### config.mk
export PLATFORM = sky130hd
export DESIGN_NAME = bitmap_slot_allocator
export DESIGN_NICKNAME = d
export VERILOG_FILES = /design/src/rtl/bsa_pkg.sv /design/src/rtl/bsa_ram.sv /design/src/rtl/bsa_dp.sv /design/src/rtl/bsa_ctrl.sv /design/src/rtl/bitmap_slot_allocator.sv
export SDC_FILE = /design/constraint.sdc
export NUM_CORES = 1
export LEC_CHECK = 0
export BUFFER_PORTS_ARGS = -buffer_cell sky130_fd_sc_hd__buf_2
export CORE_AREA = 4 4 309 311
export CTS_CLUSTER_DIAMETER = 100
export DETAILED_ROUTE_END_ITERATION = 10
export DIE_AREA = 0 0 313 315
export SYNTH_ARGS = -nofsm -noshare
export SYNTH_HDL_FRONTEND = slang
export SYNTH_SLANG_ARGS = --single-unit
### constraint.sdc
create_clock -name clk -period 26.7 [get_ports clk]
set_input_delay 2.67 -clock clk [delete_from_list [all_inputs] [get_ports clk]]
set_output_delay 2.67 -clock clk [all_outputs]
set_load 0.005 [all_outputs]
### src/rtl/bsa_pkg.sv
package bsa_pkg;

  // Page geometry
  localparam int MAX_SLOTS  = 512;
  localparam int WORD_BITS  = 64;
  localparam int WORD_COUNT = (MAX_SLOTS + WORD_BITS - 1) / WORD_BITS;
  localparam int WORD_AW    = (WORD_COUNT > 1) ? $clog2(WORD_COUNT) : 1;
  localparam int BIT_AW     = $clog2(WORD_BITS);

  // Internal width for counts and slot numbers (at least the register width)
  localparam int CNT_MIN_W  = $clog2(MAX_SLOTS + 1);
  localparam int CW         = (CNT_MIN_W > 10) ? CNT_MIN_W : 10;

  // Port field widths
  localparam int SLOT_COUNT_W = 10;
  localparam int SLOT_IDX_W   = 9;
  localparam int STATUS_W     = 2;

  // Request codes
  localparam logic OP_ALLOC = 1'b0;
  localparam logic OP_FREE  = 1'b1;

  // Result status codes
  localparam logic [STATUS_W-1:0] ST_OK      = 2'd0;
  localparam logic [STATUS_W-1:0] ST_NOSLOT  = 2'd1;
  localparam logic [STATUS_W-1:0] ST_DBLFREE = 2'd2;
  localparam logic [STATUS_W-1:0] ST_RANGE   = 2'd3;

  // Bitmap read address select
  localparam logic [1:0] RD_HINT  = 2'd0;
  localparam logic [1:0] RD_IDX   = 2'd1;
  localparam logic [1:0] RD_SCAN0 = 2'd2;
  localparam logic [1:0] RD_NEXT  = 2'd3;

  // Datapath actions that end a transaction
  localparam logic [2:0] ACT_NONE       = 3'd0;
  localparam logic [2:0] ACT_ERR_NOSLOT = 3'd1;
  localparam logic [2:0] ACT_ERR_FREE   = 3'd2;
  localparam logic [2:0] ACT_ERR_RANGE  = 3'd3;
  localparam logic [2:0] ACT_ALLOC_HINT = 3'd4;
  localparam logic [2:0] ACT_ALLOC_SCAN = 3'd5;
  localparam logic [2:0] ACT_FREE       = 3'd6;

  // Controller to datapath commands
  typedef struct packed {
    logic       load;       // latch the request fields
    logic [1:0] rd_sel;     // which word to read
    logic       hint_clr;   // consume the one-shot hint
    logic       scan_rst;   // scan pointer to word zero
    logic       scan_step;  // advance scan pointer
    logic [2:0] act;        // final action of the transaction
    logic       out_ld;     // move result into the output register
  } bsa_cmd_t;

  // Datapath to controller status
  typedef struct packed {
    logic op;             // latched request code
    logic alloc_blocked;  // no free slot or dead page
    logic range_err;      // free index not below the slot count
    logic hint_valid;
    logic hint_in_range;
    logic bit_used;       // addressed bit in the word just read
    logic word_full;      // word just read has no clear bit
    logic scan_in_range;  // lowest clear bit of that word is below the count
    logic scan_last;      // scan pointer at the last word
  } bsa_status_t;

  // Register value clamped to 1..MAX_SLOTS
  function automatic logic [CW-1:0] eff_count(input logic [SLOT_COUNT_W-1:0] v);
    logic [CW-1:0] w;
    w = CW'(v);
    if (w == '0) begin
      eff_count = CW'(1);
    end else if (w > CW'(MAX_SLOTS)) begin
      eff_count = CW'(MAX_SLOTS);
    end else begin
      eff_count = w;
    end
  endfunction

endpackage

### src/rtl/bsa_ram.sv
module bsa_ram #(
  parameter int WIDTH = 64,
  parameter int DEPTH = 8,
  parameter int AW    = (DEPTH > 1) ? $clog2(DEPTH) : 1
) (
  input  logic             clk,
  input  logic             we,
  input  logic [AW-1:0]    addr,
  input  logic [WIDTH-1:0] wdata,
  output logic [WIDTH-1:0] rdata
);

  logic [WIDTH-1:0] mem [DEPTH];

  // Single port, registered read
  always_ff @(posedge clk) begin
    if (we) begin
      mem[addr] <= wdata;
    end
    rdata <= mem[addr];
  end

endmodule

### src/rtl/bsa_dp.sv
module bsa_dp (
  input  logic                                clk,
  input  logic                                rst_n,
  input  logic                                cfg_wr_en,
  input  logic [bsa_pkg::SLOT_COUNT_W-1:0]    cfg_wr_data,
  input  logic                                in_op,
  input  logic [bsa_pkg::SLOT_IDX_W-1:0]      in_slot_index,
  input  logic                                in_sole_in_list,
  input  bsa_pkg::bsa_cmd_t                   cmd,
  output bsa_pkg::bsa_status_t                st,
  output logic [bsa_pkg::STATUS_W-1:0]        out_status,
  output logic [bsa_pkg::SLOT_IDX_W-1:0]      out_granted_index,
  output logic                                out_keep_page,
  output logic                                out_left_pool,
  output logic                                out_rejoined_pool,
  output logic [bsa_pkg::SLOT_COUNT_W-1:0]    out_free_count
);

  localparam int CW = bsa_pkg::CW;
  localparam int AW = bsa_pkg::WORD_AW;
  localparam int BW = bsa_pkg::BIT_AW;
  localparam int WB = bsa_pkg::WORD_BITS;

  // Page state
  logic [CW-1:0]                    count_r;
  logic [CW-1:0]                    avail_r;
  logic [CW-1:0]                    hint_r;
  logic                             hint_valid_r;
  logic                             alive_r;
  logic [bsa_pkg::WORD_COUNT-1:0]   wvalid_r;
  logic [AW-1:0]                    scan_w_r;
  logic                             rvld_r;

  // Latched request
  logic          op_r;
  logic [CW-1:0] idx_r;
  logic          sole_r;

  // Result and output registers
  logic [bsa_pkg::STATUS_W-1:0]     res_status_r, out_status_r;
  logic [bsa_pkg::SLOT_IDX_W-1:0]   res_granted_r, out_granted_r;
  logic                             res_keep_r, out_keep_r;
  logic                             res_left_r, out_left_r;
  logic                             res_rejoin_r, out_rejoin_r;
  logic [bsa_pkg::SLOT_COUNT_W-1:0] res_free_r, out_free_r;

  // Bitmap port
  logic          ram_we;
  logic [AW-1:0] ram_addr, rd_addr, wr_addr;
  logic [WB-1:0] ram_wdata, ram_rdata, word_q;

  logic [WB-1:0] hint_oh, idx_oh, ffz_oh;
  logic [BW-1:0] ffz_idx;
  logic [CW-1:0] scan_slot;
  logic [CW-1:0] avail_dec, avail_inc;
  logic          release_pg;

  bsa_ram #(
    .WIDTH(WB),
    .DEPTH(bsa_pkg::WORD_COUNT)
  ) u_bitmap (
    .clk  (clk),
    .we   (ram_we),
    .addr (ram_addr),
    .wdata(ram_wdata),
    .rdata(ram_rdata)
  );

  // A word never written since reset or reconfiguration reads as all free
  assign word_q = rvld_r ? ram_rdata : '0;

  assign hint_oh = {{(WB-1){1'b0}}, 1'b1} << hint_r[BW-1:0];
  assign idx_oh  = {{(WB-1){1'b0}}, 1'b1} << idx_r[BW-1:0];

  // Lowest clear bit of the word just read
  assign ffz_oh = ~word_q & (word_q + {{(WB-1){1'b0}}, 1'b1});

  always_comb begin
    ffz_idx = '0;
    for (int b = 0; b < WB; b++) begin
      if (ffz_oh[b]) begin
        ffz_idx = ffz_idx | BW'(b);
      end
    end
  end

  assign scan_slot = CW'({scan_w_r, ffz_idx});
  assign avail_dec = avail_r - CW'(1);
  assign avail_inc = avail_r + CW'(1);

  // Page empties and is shared with others: release it
  assign release_pg = !(avail_r == '0 && count_r > CW'(1)) && (avail_inc == count_r)
                      && !sole_r;

  // Read address select
  always_comb begin
    case (cmd.rd_sel)
      bsa_pkg::RD_HINT:  rd_addr = hint_r[AW+BW-1:BW];
      bsa_pkg::RD_IDX:   rd_addr = idx_r[AW+BW-1:BW];
      bsa_pkg::RD_SCAN0: rd_addr = '0;
      bsa_pkg::RD_NEXT:  rd_addr = scan_w_r + AW'(1);
      default:           rd_addr = '0;
    endcase
  end

  // Write-back of the modified word
  always_comb begin
    ram_we    = 1'b0;
    wr_addr   = '0;
    ram_wdata = word_q;
    case (cmd.act)
      bsa_pkg::ACT_ALLOC_HINT: begin
        ram_we    = 1'b1;
        wr_addr   = hint_r[AW+BW-1:BW];
        ram_wdata = word_q | hint_oh;
      end
      bsa_pkg::ACT_ALLOC_SCAN: begin
        ram_we    = 1'b1;
        wr_addr   = scan_w_r;
        ram_wdata = word_q | ffz_oh;
      end
      bsa_pkg::ACT_FREE: begin
        ram_we    = 1'b1;
        wr_addr   = idx_r[AW+BW-1:BW];
        ram_wdata = word_q & ~idx_oh;
      end
      default: begin
        ram_we = 1'b0;
      end
    endcase
  end

  assign ram_addr = ram_we ? wr_addr : rd_addr;

  // Status to the controller
  always_comb begin
    st.op            = op_r;
    st.alloc_blocked = (avail_r == '0) || !alive_r;
    st.range_err     = (idx_r >= count_r);
    st.hint_valid    = hint_valid_r;
    st.hint_in_range = (hint_r < count_r);
    st.bit_used      = (op_r == bsa_pkg::OP_FREE) ? word_q[idx_r[BW-1:0]]
                                                  : word_q[hint_r[BW-1:0]];
    st.word_full     = &word_q;
    st.scan_in_range = (scan_slot < count_r);
    st.scan_last     = (scan_w_r == AW'(bsa_pkg::WORD_COUNT - 1));
  end

  // Page state registers
  always_ff @(posedge clk) begin
    if (!rst_n) begin
      count_r      <= bsa_pkg::eff_count(bsa_pkg::SLOT_COUNT_W'(512));
      avail_r      <= bsa_pkg::eff_count(bsa_pkg::SLOT_COUNT_W'(512));
      hint_r       <= '0;
      hint_valid_r <= 1'b1;
      alive_r      <= 1'b1;
      wvalid_r     <= '0;
      scan_w_r     <= '0;
      rvld_r       <= 1'b0;
    end else if (cfg_wr_en) begin
      count_r      <= bsa_pkg::eff_count(cfg_wr_data);
      avail_r      <= bsa_pkg::eff_count(cfg_wr_data);
      hint_r       <= '0;
      hint_valid_r <= 1'b1;
      alive_r      <= 1'b1;
      wvalid_r     <= '0;
    end else begin
      rvld_r <= wvalid_r[ram_addr];
      if (ram_we) begin
        wvalid_r[wr_addr] <= 1'b1;
      end
      if (cmd.scan_rst) begin
        scan_w_r <= '0;
      end else if (cmd.scan_step) begin
        scan_w_r <= scan_w_r + AW'(1);
      end
      if (cmd.hint_clr) begin
        hint_valid_r <= 1'b0;
      end
      case (cmd.act)
        bsa_pkg::ACT_ALLOC_HINT, bsa_pkg::ACT_ALLOC_SCAN: begin
          avail_r <= avail_dec;
        end
        bsa_pkg::ACT_FREE: begin
          avail_r      <= avail_inc;
          hint_r       <= idx_r;
          hint_valid_r <= 1'b1;
          if (release_pg) begin
            alive_r <= 1'b0;
          end
        end
        default: begin
        end
      endcase
    end
  end

  // Request latch
  always_ff @(posedge clk) begin
    if (cmd.load) begin
      op_r   <= in_op;
      idx_r  <= CW'(in_slot_index);
      sole_r <= in_sole_in_list;
    end
  end

  // Result of the transaction
  always_ff @(posedge clk) begin
    case (cmd.act)
      bsa_pkg::ACT_ERR_NOSLOT, bsa_pkg::ACT_ERR_FREE, bsa_pkg::ACT_ERR_RANGE: begin
        res_status_r  <= (cmd.act == bsa_pkg::ACT_ERR_NOSLOT) ? bsa_pkg::ST_NOSLOT :
                         (cmd.act == bsa_pkg::ACT_ERR_FREE)   ? bsa_pkg::ST_DBLFREE :
                                                                bsa_pkg::ST_RANGE;
        res_granted_r <= '0;
        res_keep_r    <= (op_r == bsa_pkg::OP_ALLOC) ? alive_r : 1'b1;
        res_left_r    <= 1'b0;
        res_rejoin_r  <= 1'b0;
        res_free_r    <= avail_r[bsa_pkg::SLOT_COUNT_W-1:0];
      end
      bsa_pkg::ACT_ALLOC_HINT, bsa_pkg::ACT_ALLOC_SCAN: begin
        res_status_r  <= bsa_pkg::ST_OK;
        res_granted_r <= (cmd.act == bsa_pkg::ACT_ALLOC_HINT) ?
                         hint_r[bsa_pkg::SLOT_IDX_W-1:0] :
                         scan_slot[bsa_pkg::SLOT_IDX_W-1:0];
        res_keep_r    <= alive_r;
        res_left_r    <= (avail_dec == '0);
        res_rejoin_r  <= 1'b0;
        res_free_r    <= avail_dec[bsa_pkg::SLOT_COUNT_W-1:0];
      end
      bsa_pkg::ACT_FREE: begin
        res_status_r  <= bsa_pkg::ST_OK;
        res_granted_r <= '0;
        res_keep_r    <= !release_pg;
        res_left_r    <= release_pg;
        res_rejoin_r  <= (avail_r == '0);
        res_free_r    <= avail_inc[bsa_pkg::SLOT_COUNT_W-1:0];
      end
      default: begin
      end
    endcase
  end

  // Output register
  always_ff @(posedge clk) begin
    if (cmd.out_ld) begin
      out_status_r  <= res_status_r;
      out_granted_r <= res_granted_r;
      out_keep_r    <= res_keep_r;
      out_left_r    <= res_left_r;
      out_rejoin_r  <= res_rejoin_r;
      out_free_r    <= res_free_r;
    end
  end

  assign out_status        = out_status_r;
  assign out_granted_index = out_granted_r;
  assign out_keep_page     = out_keep_r;
  assign out_left_pool     = out_left_r;
  assign out_rejoined_pool = out_rejoin_r;
  assign out_free_count    = out_free_r;

endmodule

### src/rtl/bsa_ctrl.sv
module bsa_ctrl (
  input  logic                  clk,
  input  logic                  rst_n,
  input  logic                  in_valid,
  output logic                  in_stall,
  output logic                  out_valid,
  input  logic                  out_stall,
  input  bsa_pkg::bsa_status_t  st,
  output bsa_pkg::bsa_cmd_t     cmd
);

  localparam logic [2:0] S_IDLE   = 3'd0;
  localparam logic [2:0] S_DECIDE = 3'd1;
  localparam logic [2:0] S_HCHK   = 3'd2;
  localparam logic [2:0] S_SCAN   = 3'd3;
  localparam logic [2:0] S_FCHK   = 3'd4;
  localparam logic [2:0] S_OUT    = 3'd5;

  logic [2:0] state_r, state_nxt;
  logic       out_valid_r, out_valid_nxt;
  logic       out_free;

  // nothing is taken while reset is held
  assign in_stall  = (state_r != S_IDLE) || !rst_n;
  assign out_valid = out_valid_r;
  assign out_free  = !out_valid_r || !out_stall;

  // Sequencer
  always_comb begin
    state_nxt     = state_r;
    cmd           = '0;
    cmd.act       = bsa_pkg::ACT_NONE;
    case (state_r)
      S_IDLE: begin
        if (in_valid) begin
          cmd.load  = 1'b1;
          state_nxt = S_DECIDE;
        end
      end
      S_DECIDE: begin
        if (st.op == bsa_pkg::OP_ALLOC) begin
          if (st.alloc_blocked) begin
            cmd.act   = bsa_pkg::ACT_ERR_NOSLOT;
            state_nxt = S_OUT;
          end else if (st.hint_valid && st.hint_in_range) begin
            cmd.hint_clr = 1'b1;
            cmd.rd_sel   = bsa_pkg::RD_HINT;
            state_nxt    = S_HCHK;
          end else begin
            cmd.hint_clr = st.hint_valid;
            cmd.rd_sel   = bsa_pkg::RD_SCAN0;
            cmd.scan_rst = 1'b1;
            state_nxt    = S_SCAN;
          end
        end else begin
          if (st.range_err) begin
            cmd.act   = bsa_pkg::ACT_ERR_RANGE;
            state_nxt = S_OUT;
          end else begin
            cmd.rd_sel = bsa_pkg::RD_IDX;
            state_nxt  = S_FCHK;
          end
        end
      end
      // hinted slot still clear: take it, else fall back to the scan
      S_HCHK: begin
        if (!st.bit_used) begin
          cmd.act   = bsa_pkg::ACT_ALLOC_HINT;
          state_nxt = S_OUT;
        end else begin
          cmd.rd_sel   = bsa_pkg::RD_SCAN0;
          cmd.scan_rst = 1'b1;
          state_nxt    = S_SCAN;
        end
      end
      // one word per cycle, next read issued while checking this one
      S_SCAN: begin
        if (!st.word_full) begin
          cmd.act   = st.scan_in_range ? bsa_pkg::ACT_ALLOC_SCAN : bsa_pkg::ACT_ERR_NOSLOT;
          state_nxt = S_OUT;
        end else if (st.scan_last) begin
          cmd.act   = bsa_pkg::ACT_ERR_NOSLOT;
          state_nxt = S_OUT;
        end else begin
          cmd.rd_sel    = bsa_pkg::RD_NEXT;
          cmd.scan_step = 1'b1;
        end
      end
      S_FCHK: begin
        cmd.act   = st.bit_used ? bsa_pkg::ACT_FREE : bsa_pkg::ACT_ERR_FREE;
        state_nxt = S_OUT;
      end
      S_OUT: begin
        if (out_free) begin
          cmd.out_ld = 1'b1;
          state_nxt  = S_IDLE;
        end
      end
      default: begin
        state_nxt = S_IDLE;
      end
    endcase
  end

  // Output transaction valid
  always_comb begin
    out_valid_nxt = out_valid_r;
    if (cmd.out_ld) begin
      out_valid_nxt = 1'b1;
    end else if (out_valid_r && !out_stall) begin
      out_valid_nxt = 1'b0;
    end
  end

  always_ff @(posedge clk) begin
    if (!rst_n) begin
      state_r     <= S_IDLE;
      out_valid_r <= 1'b0;
    end else begin
      state_r     <= state_nxt;
      out_valid_r <= out_valid_nxt;
    end
  end

endmodule

### src/rtl/bitmap_slot_allocator.sv
// Bitmap slot allocator for one slab page: up to 512 slots tracked 64 per bitmap
// word in a single-port RAM. Requests are handled one at a time; in_stall is low
// only while the sequencer is idle and out of reset, and a finished result sits in
// the output register so the next transaction is taken while it waits. A request
// refused at once (index out of range, full or dead page) reads no bitmap word; a
// free (double free included) or a hinted allocate reads one, and an allocate that
// scans reads up to all 8 bitmap words in turn (after a stale hint is checked
// first, if there is one). The scan, which reads one RAM word per cycle, sets the
// worst case. A write to cfg_wr_data resets the page without a clearing pass
// (per-word valid flags) and must only be issued while the block is idle.
module bitmap_slot_allocator (
  input  logic                             clk,
  input  logic                             rst_n,
  input  logic                             cfg_wr_en,
  input  logic [bsa_pkg::SLOT_COUNT_W-1:0] cfg_wr_data,
  input  logic                             in_valid,
  output logic                             in_stall,
  input  logic                             in_op,
  input  logic [bsa_pkg::SLOT_IDX_W-1:0]   in_slot_index,
  input  logic                             in_sole_in_list,
  output logic                             out_valid,
  input  logic                             out_stall,
  output logic [bsa_pkg::STATUS_W-1:0]     out_status,
  output logic [bsa_pkg::SLOT_IDX_W-1:0]   out_granted_index,
  output logic                             out_keep_page,
  output logic                             out_left_pool,
  output logic                             out_rejoined_pool,
  output logic [bsa_pkg::SLOT_COUNT_W-1:0] out_free_count
);

  bsa_pkg::bsa_cmd_t    cmd;
  bsa_pkg::bsa_status_t st;

  // Sequencer
  bsa_ctrl u_ctrl (
    .clk      (clk),
    .rst_n    (rst_n),
    .in_valid (in_valid),
    .in_stall (in_stall),
    .out_valid(out_valid),
    .out_stall(out_stall),
    .st       (st),
    .cmd      (cmd)
  );

  // Bitmap, counters and result registers
  bsa_dp u_dp (
    .clk              (clk),
    .rst_n            (rst_n),
    .cfg_wr_en        (cfg_wr_en),
    .cfg_wr_data      (cfg_wr_data),
    .in_op            (in_op),
    .in_slot_index    (in_slot_index),
    .in_sole_in_list  (in_sole_in_list),
    .cmd              (cmd),
    .st               (st),
    .out_status       (out_status),
    .out_granted_index(out_granted_index),
    .out_keep_page    (out_keep_page),
    .out_left_pool    (out_left_pool),
    .out_rejoined_pool(out_rejoined_pool),
    .out_free_count   (out_free_count)
  );

endmodule
==> run_results.csv <==
group,metric,value,unit
run_status,status,"finished clean",
synth,synth-edff-count,571,
die,rows,112,
synth,synth_nets,3047,
worst_hold_path,holdPathStages,0,
synth,synth_flop_cell,"edfxtp_1",
synth,synth_top_cell_area_share,0.531,
global_route,grt_util_all_layers,0.240,
clock_network,clk_path_buf_depth,3,
pwr,power.density,72.3,nW/um^2
critical_path,cp.required,27280,ps
timing,hold_viol,0,
timing,period_share,0.354,
timing,setup_slack,17260,ps
clock_network,post_cts_resized,0,
pwr,p_int,1.91,mW
pwr,p_sw,0.722,mW
detailed_routing,wire_per_inst,28.3,microns
synth,synth_area_per_cell,10.8,sq um
placed_design,pre_cts_slack,17520,ps
critical_path,reg2reg_to,"u_dp.u_bitmap.rdata[29]",
placed_design,io_buffers,51,
synth,syn_area,32300,sq um
synth,synth_cell_types,85,
detailed_routing,wirelength,122000,microns
synth,synthTopCellsByArea,"edfxtp_1, nand2_1, dfxtp_1, nand3_1, a21oi_1",
detailed_routing,drt_pass1_iterations,6,
detailed_routing,num_vias,25700,
die,core,92800,sq um
global_route,first_global_vias,24300,
clock_network,clk_latency,650,ps
detailed_routing,drtIter0Drc,3272,
worst_hold_path,hp-start,"u_dp.res_granted_r[8]",
cells_and_area,fin_util,0.392,
synth,synthArstFlopShare,0,
die,initial_core_util,0.348,
clock_network,cts_tree,"built",
clock_network,cts_buffers,75,
critical_path,worst_setup_path_start_kind,"register",
critical_path,worstSetupEndpointType,"register",
global_route,overflow,0,
placed_design,placed_cell_area,33900,sq um
synth,yosysSeqAreaShare,0.600,
clock_network,hold_buffers,0,
run,drv_cap,0,
synth,yosysTopAreaCell,"edfxtp_1",
die,die_area,98600,sq um
cells_and_area,syn2layout_area_growth,12.7,%
timing,setup_violations,0,
clock_network,cts_sinks,682,
die,pin_count,52,
pwr,p_comb_frac,0.115,
global_route,grt_pass1_wl,175000,microns
placed_design,place_hpwl,82200,microns
pwr,p_seq_frac,0.492,
timing,clock_skew,29.7,ps
pwr,p_clk_frac,0.394,
synth,yosysMostFrequentCell,"nand2_1",
cells_and_area,layout.nets,3031,
global_route,antenna_found_initial,2,
timing,tightest_slew,1280,ps
detailed_routing,vias_per_cell,5.98,
pwr,power,2.63,mW
cells_and_area,fillers,8969,
pwr,power.leakage,12.1,nW
detailed_routing,ant_nets,0,
pwr,vdd.ir_drop.worst,0.0000360,V
timing,drv_slew,0,
timing,holdWs,417,ps
synth,yosys_warnings,0,
cells_and_area,drive_gt1_frac,0.0975,
worst_hold_path,min_to,"u_dp.out_granted_index[8]",
clock_network,root_buffer,"clkbuf_16",
critical_path,path_max_fanout,76,
timing,rsz0062_at_grt,"false",
critical_path,crit_arrival,10020,ps
synth,synth-seq-cells,682,
die,die_w,313,microns
detailed_routing,drc,0,
timing,finalSetupTns,0,ps
pwr,p_sw_frac,0.275,
global_route,grt_max_degree,120,
synth,synth_common_cells,"nand2_1, edfxtp_1, nand3_1, nor2_1, a21oi_1",
clock_network,path_clk_slew,60,ps
placed_design,placedCellCount,4152,
clock_network,cts_max_level,3,
critical_path,r2r-start,"u_dp.rvld_r",
timing,max_freq,0.106,GHz
timing,period_minus_slack,9440,ps
worst_hold_path,worstHoldPathType,"reg -> reg",
synth,synthCells,2991,
critical_path,rrSetupSlack,17260,ps
placed_design,gp_congestion,1.04,
timing,slew_headroom,0.138,
clock_network,cts_setup_buffers,0,
critical_path,critical_path_class,"reg -> reg",
cells_and_area,finalInstanceArea,36400,sq um
cells_and_area,instances_no_fill,4293,
die,die_y,315,microns
critical_path,r2r_cells,23,
worst max path at each step:
stage                start  slack [ps]                       to  cells after the start
2_1_floorplan  u_dp.rvld_r       14740  u_dp.u_bitmap.mem[6][0]                     26
3_3_place_gp   u_dp.rvld_r       17590  u_dp.u_bitmap.rdata[29]                     23
3_5_place_dp   u_dp.rvld_r       17520  u_dp.u_bitmap.rdata[29]                     23
4_1_cts        u_dp.rvld_r       17480  u_dp.u_bitmap.rdata[31]                     23
5_1_grt        u_dp.rvld_r       16850  u_dp.u_bitmap.rdata[31]                     23
6_report       u_dp.rvld_r       17260  u_dp.u_bitmap.rdata[29]                     23
power groups by stage:
stage	clock network, mW	registers [mW]	logic, mW
floorplan	0	1.25	0.210
global placement	0	1.31	0.295
detailed placement	0	1.31	0.296
CTS	1.06	1.29	0.298
global route	1.10	1.29	0.326
finish	1.04	1.29	0.301
layout make-up:
type / count / area [sq um] / share of cell area
well taps: 1254 / 1570 / 0.0431
repair buffers: 123 / 821 / 0.0226
inverters: 26 / 97.6 / 0.00268
flip-flops and latches: 682 / 19400 / 0.533
clock buffers: 101 / 2090 / 0.0573
multi-input cells: 2067 / 12000 / 0.330
clock inverters: 38 / 427 / 0.0117
diodes: 2 / 5.00 / 0.000138
flip-flops by register name (all words and copies together) (netlist names), 2 cells and up:
signal and cells:
u_dp.u_bitmap.mem 512, u_dp.u_bitmap.rdata 64, u_dp.avail_r 10, u_dp.count_r 10, u_dp.out_free_count 10, u_dp.res_free_r 10
u_dp.hint_r 9, u_dp.idx_r 9, u_dp.out_granted_index 9, u_dp.res_granted_r 9, u_dp.wvalid_r 8, u_ctrl.state_r 3
u_dp.scan_w_r 3, u_dp.out_status 2, u_dp.res_status_r 2
cell usage in the layout (no fill, tap or decap), types with 11 or more instances in the layout:
master / n
o221ai_1: 27
nor3_1: 53
a32oi_1: 14
a211oi_1: 80
a221oi_1: 16
a22oi_1: 20
nor2_1: 145
or2_2: 13
buf_4: 70
clkbuf_16: 76
or4_1: 11
xor2_1: 11
nor4_1: 28
a21oi_1: 122
a21o_1: 12
dfxtp_1: 110
edfxtp_1: 571
ha_1: 30
a311oi_1: 64
and3_1: 84
buf_2: 51
nor2b_1: 20
nand4_1: 33
mux2i_1: 23
nand2_1: 613
nand2b_1: 24
xnor2_1: 14
inv_1: 26
clkbuf_1: 16
nand3_1: 214
a31oi_1: 29
a31o_1: 63
o22ai_1: 17
and2_1: 20
nand3b_1: 11
a21boi_0: 34
o21ai_0: 67
or3_1: 14
critical path, cell delays in order, from the launching register on:
cell	delay, ps
dfxtp_4	800
buf_4	630
nand3_1	460
or2_2	470
or4_1	580
nor4_1	830
nand3_1	190
and3_1	260
o211ai_1	120
or4_1	250
ha_1	170
a21o_1	120
a21o_1	110
a21oi_1	70
o221ai_1	210
a21oi_1	160
a221oi_4	1040
o21ai_4	110
buf_4	360
nand2_4	660
buf_4	790
a211oi_1	170
a311oi_1	440
a31o_1	150
routing by layer:
layer / part of all wire / routed length, microns / track usage
met3: 0.069 / 8430 / 0.0430
met1: 0.42 / 50800 / 0.316
met5: 0.00016 / 19 / 0
met2: 0.46 / 55600 / 0.385
met4: 0.055 / 6730 / 0.114
logic make-up (layout without fill, tap and decap cells):
logic type	after synthesis	count (layout)	share of synthesized area
adder cells (fa/ha/maj)	30	30	0.0116
other	0	2	0
AND/OR/NAND/NOR	1332	1332	0.193
flip-flops	682	682	0.600
multiplexers	30	30	0.0117
AO/OA/AOI/OAI	650	650	0.145
buffers and inverters	242	288	0.0321
XOR/XNOR	25	25	0.00678
Note: power is estimated with default switching activity, not from simulation.
